$ cat src/rtl/dhstp_pkg.sv
// ---------------------------------------------------------------------------
// Digest hash set package
// Shared constants, codes, state and result types of the digest hash set.
// ---------------------------------------------------------------------------
package dhstp_pkg;

   localparam int CAPACITY_DEF  = 1024;
   localparam int KEY_WORDS_DEF = 8;
   localparam int WORD_W        = 64;
   localparam int MAX_WORDS     = 8;
   localparam int SHORT_WORDS   = 4;
   localparam int OP_W          = 2;
   localparam int STATUS_W      = 2;
   localparam int OCC_W         = 10;
   localparam int REQ_DATA_W    = MAX_WORDS * WORD_W;
   localparam int REQ_USER_W    = OP_W + 1;
   localparam int RSP_USER_W    = STATUS_W + 1;
   localparam int RSP_DATA_W    = 16;

   localparam logic [OP_W-1:0] OP_INSERT = 2'd0;
   localparam logic [OP_W-1:0] OP_LOOKUP = 2'd1;
   localparam logic [OP_W-1:0] OP_CLEAR  = 2'd2;

   localparam logic [STATUS_W-1:0] STATUS_ADDED   = 2'd0;
   localparam logic [STATUS_W-1:0] STATUS_PRESENT = 2'd1;
   localparam logic [STATUS_W-1:0] STATUS_FULL    = 2'd2;
   localparam logic [STATUS_W-1:0] STATUS_DONE    = 2'd3;

   typedef enum logic [1:0] {
      ST_SWEEP,
      ST_IDLE,
      ST_PROBE,
      ST_REPLY
   } eng_state_type;

   typedef struct packed {
      logic [STATUS_W-1:0] status;
      logic                present;
      logic [OCC_W-1:0]    occupancy;
   } rsp_type;

endpackage

$ cat src/rtl/dhstp_engine.sv
// ---------------------------------------------------------------------------
// Probe engine
// Triangular probe over the slot table, insert write-back, occupancy count
// and the clearing sweep.
// ---------------------------------------------------------------------------
module dhstp_engine #(
   parameter int CAPACITY  = 1024,
   parameter int KEY_WORDS = 8
) (
   input  logic                                   clock,
   input  logic                                   reset,
   input  logic                                   in_valid,
   output logic                                   in_ready,
   input  logic [dhstp_pkg::OP_W-1:0]             in_op,
   input  logic [KEY_WORDS*dhstp_pkg::WORD_W-1:0] in_key,
   input  logic                                   in_long,
   output logic                                   res_valid,
   input  logic                                   res_ready,
   output dhstp_pkg::rsp_type                     res,
   output logic                                   ram_wr_en,
   output logic [$clog2(CAPACITY)-1:0]            ram_wr_addr,
   output logic [KEY_WORDS*dhstp_pkg::WORD_W+1:0] ram_wr_data,
   output logic                                   ram_rd_en,
   output logic [$clog2(CAPACITY)-1:0]            ram_rd_addr,
   input  logic [KEY_WORDS*dhstp_pkg::WORD_W+1:0] ram_rd_data
);

   import dhstp_pkg::*;

   localparam int IDX_W    = $clog2(CAPACITY);
   localparam int HALF_CAP = CAPACITY / 2;
   localparam int CNT_W    = $clog2(HALF_CAP + 1);
   localparam int KEY_W    = KEY_WORDS * WORD_W;

   eng_state_type    state_ff, state_in;
   logic [OP_W-1:0]  op_ff, op_in;
   logic             long_ff, long_in;
   logic [KEY_W-1:0] key_ff, key_in;
   logic [IDX_W-1:0] idx_ff, idx_in;
   logic [IDX_W-1:0] step_ff, step_in;
   logic [IDX_W-1:0] sweep_ff, sweep_in;
   logic             sweep_reply_ff, sweep_reply_in;
   logic [CNT_W-1:0] count_ff, count_in;
   rsp_type          res_ff, res_in;

   logic             row_valid, row_long, is_empty, is_match, probe_end;
   logic [KEY_W-1:0] row_key;
   logic             is_full;

   assign row_key   = ram_rd_data[KEY_W-1:0];
   assign row_valid = ram_rd_data[KEY_W];
   assign row_long  = ram_rd_data[KEY_W+1];
   assign is_empty  = !row_valid;
   assign is_match  = row_valid && (row_long == long_ff) && (row_key == key_ff);
   assign probe_end = is_empty || is_match || (step_ff == '1);
   assign is_full   = (count_ff >= CNT_W'(HALF_CAP)) || !is_empty;

   always_ff @(posedge clock) begin
      if (reset) begin
         state_ff       <= ST_SWEEP;
         sweep_ff       <= '0;
         sweep_reply_ff <= 1'b0;
         count_ff       <= '0;
      end else begin
         state_ff       <= state_in;
         sweep_ff       <= sweep_in;
         sweep_reply_ff <= sweep_reply_in;
         count_ff       <= count_in;
      end
   end

   always_ff @(posedge clock) begin
      op_ff   <= op_in;
      long_ff <= long_in;
      key_ff  <= key_in;
      idx_ff  <= idx_in;
      step_ff <= step_in;
      res_ff  <= res_in;
   end

   always_comb begin
      state_in       = state_ff;
      op_in          = op_ff;
      long_in        = long_ff;
      key_in         = key_ff;
      idx_in         = idx_ff;
      step_in        = step_ff;
      sweep_in       = sweep_ff;
      sweep_reply_in = sweep_reply_ff;
      count_in       = count_ff;
      res_in         = res_ff;
      in_ready       = 1'b0;
      res_valid      = 1'b0;
      ram_rd_en      = 1'b0;
      ram_rd_addr    = idx_ff;
      ram_wr_en      = 1'b0;
      ram_wr_addr    = idx_ff;
      ram_wr_data    = {long_ff, 1'b1, key_ff};

      case (state_ff)
         ST_SWEEP: begin
            ram_wr_en   = 1'b1;
            ram_wr_addr = sweep_ff;
            ram_wr_data = '0;
            sweep_in    = sweep_ff + IDX_W'(1);
            if (sweep_ff == '1) begin
               state_in       = sweep_reply_ff ? ST_REPLY : ST_IDLE;
               sweep_reply_in = 1'b0;
            end
         end
         ST_IDLE: begin
            in_ready = 1'b1;
            if (in_valid) begin
               op_in   = in_op;
               long_in = in_long;
               for (int w = 0; w < KEY_WORDS; w++) begin
                  key_in[w*WORD_W +: WORD_W] = (w < SHORT_WORDS || in_long) ?
                                               in_key[w*WORD_W +: WORD_W] : '0;
               end
               case (in_op)
                  OP_INSERT, OP_LOOKUP: begin
                     idx_in      = in_key[IDX_W-1:0];
                     step_in     = '0;
                     ram_rd_en   = 1'b1;
                     ram_rd_addr = in_key[IDX_W-1:0];
                     state_in    = ST_PROBE;
                  end
                  OP_CLEAR: begin
                     count_in       = '0;
                     sweep_in       = '0;
                     sweep_reply_in = 1'b1;
                     res_in         = '{status: STATUS_DONE, present: 1'b0, occupancy: '0};
                     state_in       = ST_SWEEP;
                  end
                  default: begin
                     res_in   = '{status: STATUS_DONE, present: 1'b0,
                                  occupancy: OCC_W'(count_ff)};
                     state_in = ST_REPLY;
                  end
               endcase
            end
         end
         ST_PROBE: begin
            if (probe_end) begin
               state_in = ST_REPLY;
               if (op_ff == OP_INSERT) begin
                  if (is_match) begin
                     res_in = '{status: STATUS_PRESENT, present: 1'b1,
                                occupancy: OCC_W'(count_ff)};
                  end else if (is_full) begin
                     res_in = '{status: STATUS_FULL, present: 1'b0,
                                occupancy: OCC_W'(count_ff)};
                  end else begin
                     ram_wr_en = 1'b1;
                     count_in  = count_ff + CNT_W'(1);
                     res_in    = '{status: STATUS_ADDED, present: 1'b0,
                                   occupancy: OCC_W'(count_ff + CNT_W'(1))};
                  end
               end else begin
                  res_in = '{status: STATUS_DONE, present: is_match,
                             occupancy: OCC_W'(count_ff)};
               end
            end else begin
               idx_in      = idx_ff + step_ff + IDX_W'(1);
               step_in     = step_ff + IDX_W'(1);
               ram_rd_en   = 1'b1;
               ram_rd_addr = idx_ff + step_ff + IDX_W'(1);
            end
         end
         ST_REPLY: begin
            res_valid = 1'b1;
            if (res_ready) begin
               state_in = ST_IDLE;
            end
         end
         default: begin
            state_in = ST_IDLE;
         end
      endcase
   end

   assign res = res_ff;

endmodule
$ cat config.mk
export PLATFORM = sky130hd
export DESIGN_NAME = dhstp_engine
export DESIGN_NICKNAME = d
export VERILOG_FILES = /design/src/rtl/dhstp_pkg.sv /design/src/rtl/dhstp_engine.sv
export SDC_FILE = /design/constraint.sdc
export NUM_CORES = 2
export LEC_CHECK = 0
export BUFFER_PORTS_ARGS = -buffer_cell sky130_fd_sc_hd__buf_4
export CORE_AREA = 3 3 610 612
export DETAILED_ROUTE_END_ITERATION = 8
export DIE_AREA = 0 0 613 615
export GPL_ROUTABILITY_DRIVEN = 0
export MAX_ROUTING_LAYER = met4
export PLACE_DENSITY = 0.3
export SLEW_MARGIN = 20
export SYNTH_ARGS = -nofsm -noshare
export SYNTH_HDL_FRONTEND = slang
export SYNTH_SLANG_ARGS = --single-unit
$ cat constraint.sdc
create_clock -name clock -period 35.8 [get_ports clock]
set_input_delay 1.79 -clock clock [delete_from_list [all_inputs] [get_ports clock]]
set_output_delay 1.79 -clock clock [all_outputs]
set_load 0.005 [all_outputs]
=== Yosys cells after proc, flatten, opt, wreduce, memory -nomap -nowiden ===
Cells that the tools add are included.

* Register bits after elaboration: 571
* Bits of input ports: 1,033
* Output and inout port bits: 551
* Logic and storage cells: 105

* Add/subtract/negate cells: 5
* Order comparisons: 1
* Equal/unequal tests: 20
* Multiplexer cells: 47
* Reductions and logical operators: 19

{| class="wikitable"
|+ Operators with widths
! operator !! count
|-
| two-way mux 514 bit || 1
|-
| == test 512 bit || 1
|-
| two-way mux 10 bit || 13
|-
| one-hot mux 10 bit (2 select lines) || 4
|-
| two-way mux 13 bit || 5
|-
| one-hot mux 13 bit (2 select lines) || 2
|-
| adder 10 x 1 -> 10 bit, second input constant || 4
|-
| inequality test 2 bit, second input constant || 11
|-
| == test 10 bit, second input constant || 2
|-
| AND reduction 4 bit || 4
|-
| two-way mux 1 bit || 12
|-
| adder 10 bit || 1
|-
| >= comparator 10 bit, second input constant || 1
|-
| two-way mux 2 bit || 5
|-
| one-hot mux 2 bit (4 select lines) || 1
|-
| AND reduction 7 bit || 1
|-
| == test 2 bit, second input constant || 3
|-
| logical NOT 2 bit || 3
|-
| one-hot mux 1 bit (2 select lines) || 3
|-
| == test 2 x 1 -> 1 bit, second input constant || 2
|-
| one-hot mux 2 bit (2 select lines) || 1
|-
| nonzero test 2 bit || 2
|-
| logical OR 1 bit || 3
|-
| AND reduction 3 bit || 1
|-
| 5 further kinds || 6
|}

=== Logic depth before layout (Yosys ltp) ===
* Depth after elaboration: 7
* Depth in mapped cells: 12
* Mapped depth without buffers: 12

=== Least setup slack after synthesis ===
OpenSTA, ideal clock, no wires.

* Path type: input to register
* From: input port in_valid
* To: register sweep_ff[9]
* Library setup time: 0.070 ns
* Arrival time: 15.541 ns
* Data required time: 35.730 ns
* Slack: 20.189 ns
* Cell stages on the path: 6
* Path buffers: 0
* Cell sequence: and2_1 > nand2b_1 > o21ai_1 > nand3_1 > or3_1 > a21oi_1

* Cells in the longest elaborated chain, start to end: 2

{| class="wikitable"
|+ RTL lines
! what !! RTL line !! source
|-
| from (decl) || dhstp_engine.sv:12 || <nowiki>input logic in_valid,</nowiki>
|-
| inequality test 2 bit (no source line) || n/a ||
|-
| AND reduction 3 bit (no source line) || n/a ||
|-
| to (signal assigned) || dhstp_engine.sv:66 || <nowiki>sweep_ff <= sweep_in;</nowiki>
|-
| to (decl) || dhstp_engine.sv:41 || <nowiki>logic [IDX_W-1:0] sweep_ff, sweep_in;</nowiki>
|}

Every way passes these cells.
A chain may end at the register's enable or synchronous reset.

=== Worst setup path after layout ===
* From: input port ram_rd_data[461] (netlist bit)
* To: output port ram_rd_addr[1]

* Cells in the longest elaborated chain, start to end: 6

{| class="wikitable"
|+ RTL lines
! what !! RTL line !! source
|-
| from (decl) || dhstp_engine.sv:25 || <nowiki>input logic [KEY_WORDS*dhstp_pkg::WORD_W+1:0] ram_rd_data</nowiki>
|-
| == test 512 bit || dhstp_engine.sv:54 || <nowiki>assign is_match = row_valid && (row_long == long_ff) && (row_key == key_ff);</nowiki>
|-
| logical AND 1 bit || dhstp_engine.sv:54 ||
|-
| logical OR 1 bit (2 in a row) || dhstp_engine.sv:55 || <nowiki>assign probe_end = is_empty || is_match || (step_ff == '1);</nowiki>
|-
| two-way mux 10 bit || n/a ||
|-
| one-hot mux 10 bit (2 select lines) || n/a ||
|-
| to (decl) || dhstp_engine.sv:24 || <nowiki>output logic [$clog2(CAPACITY)-1:0] ram_rd_addr,</nowiki>
|}

Every way passes these cells.

==> impl_results.md <==
* Area share of the largest cell type after synthesis at between 50% and 60%
* Synthesized area per cell at between 10 and 15 um2
* Status: finished clean
* Distinct cells, synth at between 60 and 70
* Hold Path Class: flip-flop to flip-flop
* Gr ovfl total at 0
* Area of the core at ~370000 um2
* Final hold vios at 0
* Final wirelength at about 370 mm
* Starting Density at 8.44%
* Async S/R FF share, synth at 0%
* Hold-fix buffers, CTS at 0
* WL per Instance at 39.3 um
* Vias per std cell at around 3.2
* Max Used Layer: met4
* Fmax at around 0.12 GHz
* Seq/Total Area, Yosys at 54.1%
* Req. time, crit path at approximately 34000 ps
* Cell taking the most area after synthesis: edfxtp_1
* Crit Reg-Reg Endpoint: res[3]
* Maxcap violations at 0
* Routed length on met2 at between 150 and 200 mm
* Worst R2R Setup Slack at around 30000 ps
* Arrival time at the worst endpoint at between 6000 and 7000 ps
* Adder-cell share of the synthesized area at less than 1%
* Portion of netlist area occupied by mux cells at less than 1%
* Area Overhead vs Synth at 69.4%
* Port Buf Inserts at 1583
* Vias after detailed routing at between 30000 and 40000
* CTS tree: built
* Worst IR drop on VDD at around 35 uV
* Area of the mapped netlist at roughly 31000 um2
* Setup CP Type: input pin to primary output
* Endpoints failing setup at 0
* Synth top area cells: edfxtp_1, nor2b_1, and2_1
* Vias in the first global route at 32000
* Site Rows at about 220
* Skew final at 76.3 ps
* Max FO, Critical Path at 8
* Compound-Gate Fraction of Synth Area at 6.30%
* CP Launch Type: input pin
* PnR Total Power at around 2300 uW
* Die Width at slightly above 600 um
* CTS H-tree depth at 3
* Share of cells above drive strength 1 at approximately 40%
* Period utilisation layout at between 20% and 30%
* Root Driver: clkbuf_16
* Relative slew slack at 15.2%
* Synthesized Nets at 3862
* EDFF count, synth at ~540
* Antenna Violating Nets Remaining at 0
* Clock slew seen by the registers of the worst setup and hold paths at ~60 ps
* Post-Synth XOR/XNOR Area at about 7.6%
* Setup crit end: ram_rd_addr[1]
* Hold Startpoint: sweep_reply_ff
* WL met3 at around 33 mm
* RSZ-0062 raised after global routing: false
* DRT Pass-1 Iters at 5
* # nets final at between 5000 and 6000
* Pwr dens at approximately 43 nW/um2
* Total track usage at between 15 and 20%
* Cells after synthesis at about 2800
* Synth warnings at 0
* Count leader, synth: nor2b_1
* Leakage at 0.0198 uW
* CTS sink count at 571
* Post-CTS sizing at 0
* Global-route wire length before repair at ~440 mm
* Skew-Pair Late Insertion Delay at a little over 800 ps
* Setup Fix Bufs, Post-CTS at 0
* Area of the die at 377000 um2
* Slew @ Worst Pin at 1240 ps
* Commonest cells post-synth: nor2b_1, edfxtp_1, and2_1, xnor2_1, inv_1
* Largest family of logic cells by synthesized area: simple AND/OR/NAND/NOR gates
* Min Clock Period, post-route at 8350 ps
* Setup crit start: ram_rd_data[461]
* Slew Limit Fails at 0
* Placed wire-length estimate at 333 mm
* Critical Path End Type: primary output
* Most used DFF post-synth: edfxtp_1
* Remaining DRCs at 0
* Ports at around 1600
* Final setup TNS at 0 ps
* Initial antenna violation count at 195
* DIE HEIGHT at just over 600 um
* DR iter-0 viols at about 2100
* Reg2reg path depth at 8
* Max Root-Sink Buffers at 4
* FF-to-FF Start: key_ff[447]
* Simple-Gate Fraction of Synth Area at 27.8%
* Yosys reg bits at between 500 and 600
* CTS Buf Count at 96
* M1 wire length at between 100 and 150 mm
* Pin count of the biggest net entering global routing at roughly 150
[logic make-up (layout without fill, tap and decap cells)]
family,count (synthesis),after routing
flops,571,571
fa+ha+maj,18,18
mux,11,11
buf+inv,251,1965
xor+xnor,271,271
simple gates,1437,1437
compound gates,252,252
other cells,0,96
[stage by stage]
step | utilization [%] | cells | hold slack, ps | setup slack, ps | instance area, um2
2_1_floorplan | - | 2811 | 437 | 20190 | 31100
3_3_place_gp | 13.4 | 9189 | 449 | 26870 | 49300
3_5_place_dp | 13.4 | 9191 | 453 | 27140 | 49400
4_1_cts | 14.2 | 9362 | 462 | 27130 | 52400
5_1_grt | 14.3 | 9433 | 477 | 27330 | 52600
6_report | 14.3 | 9458 | 457 | 27450 | 52600
[worst min-delay path by stage]
| stage | end | cells after the start |
|---|---|---|
| after floorplan | sweep_reply_ff | 2 |
| after global placement | sweep_reply_ff | 2 |
| after detailed placement | sweep_reply_ff | 2 |
| after CTS | sweep_reply_ff | 2 |
| after global routing | sweep_reply_ff | 2 |
| final | sweep_reply_ff | 2 |
[where the power goes]
group | internal [uW] | switching (uW) | leakage, uW | total, uW
Combinational | 199 | 296 | 0.0132 | 495
Clock | 555 | 413 | 0.00148 | 968
Sequential | 770 | 38.5 | 0.00517 | 808
Total | 1520 | 748 | 0.0198 | 2270
[cell usage in the layout, fill, tap and decap left out, types with 7 or more instances in the layout]
master        n
nor4_2       14
xnor2_1     159
a21oi_1      31
clkinv_2     19
mux2_2       11
nand4_1      71
and2_1      259
a221o_1       8
o21ai_0      22
buf_4      1637
nor2_1      123
dfxtp_1      33
clkinv_1     18
o22ai_1      34
nor3_1       16
nand2b_1    130
nand3_1      29
o221ai_1      7
xor2_1      112
edfxtp_1    538
clkbuf_16    97
clkbuf_1     17
ha_1         16
nand2_1      45
a2111oi_1     8
a21boi_0      8
o2111ai_1    34
a2111o_1     27
a2111oi_0    25
inv_1       151
nor2b_1     631
diode_2      96
nor4_1       59
bufinv_16     8
[routing by layer]
layer | track usage (%) | up-vias
li1 | - | 13300
met1 | 21.4 | 15600
met2 | 33.4 | 1468
met3 | 7.21 | 356
met4 | 4.64 | 0
met5 | - | -
[final cells by class]
type	instances	area [um2]
clock buffers	115	2500
diodes	96	240
multi-input cells	1989	13500
clock inverters	56	523
well taps	4837	6050
fillers	41800	315000
repair buffers	1643	12400
flip-flops and latches	571	16800
inverters	151	567
[state kept, by name, summed over array words and instances (netlist names)]
signal / count
res: 13
op_ff: 2
step_ff: 10
idx_ff: 10
count_ff: 10
state_ff: 2
sweep_reply_ff: 1
sweep_ff: 10
long_ff: 1
key_ff: 512
[worst max-delay path, stage by stage]
cell,delay (ps)
buf_4,140
xnor2_1,620
nand4_1,320
nor4_1,290
nand4_1,910
or4_1,1010
nor4_4,600
nor3_2,240
a221o_1,380
buf_4,190
Power figures use the tool's default switching activity.
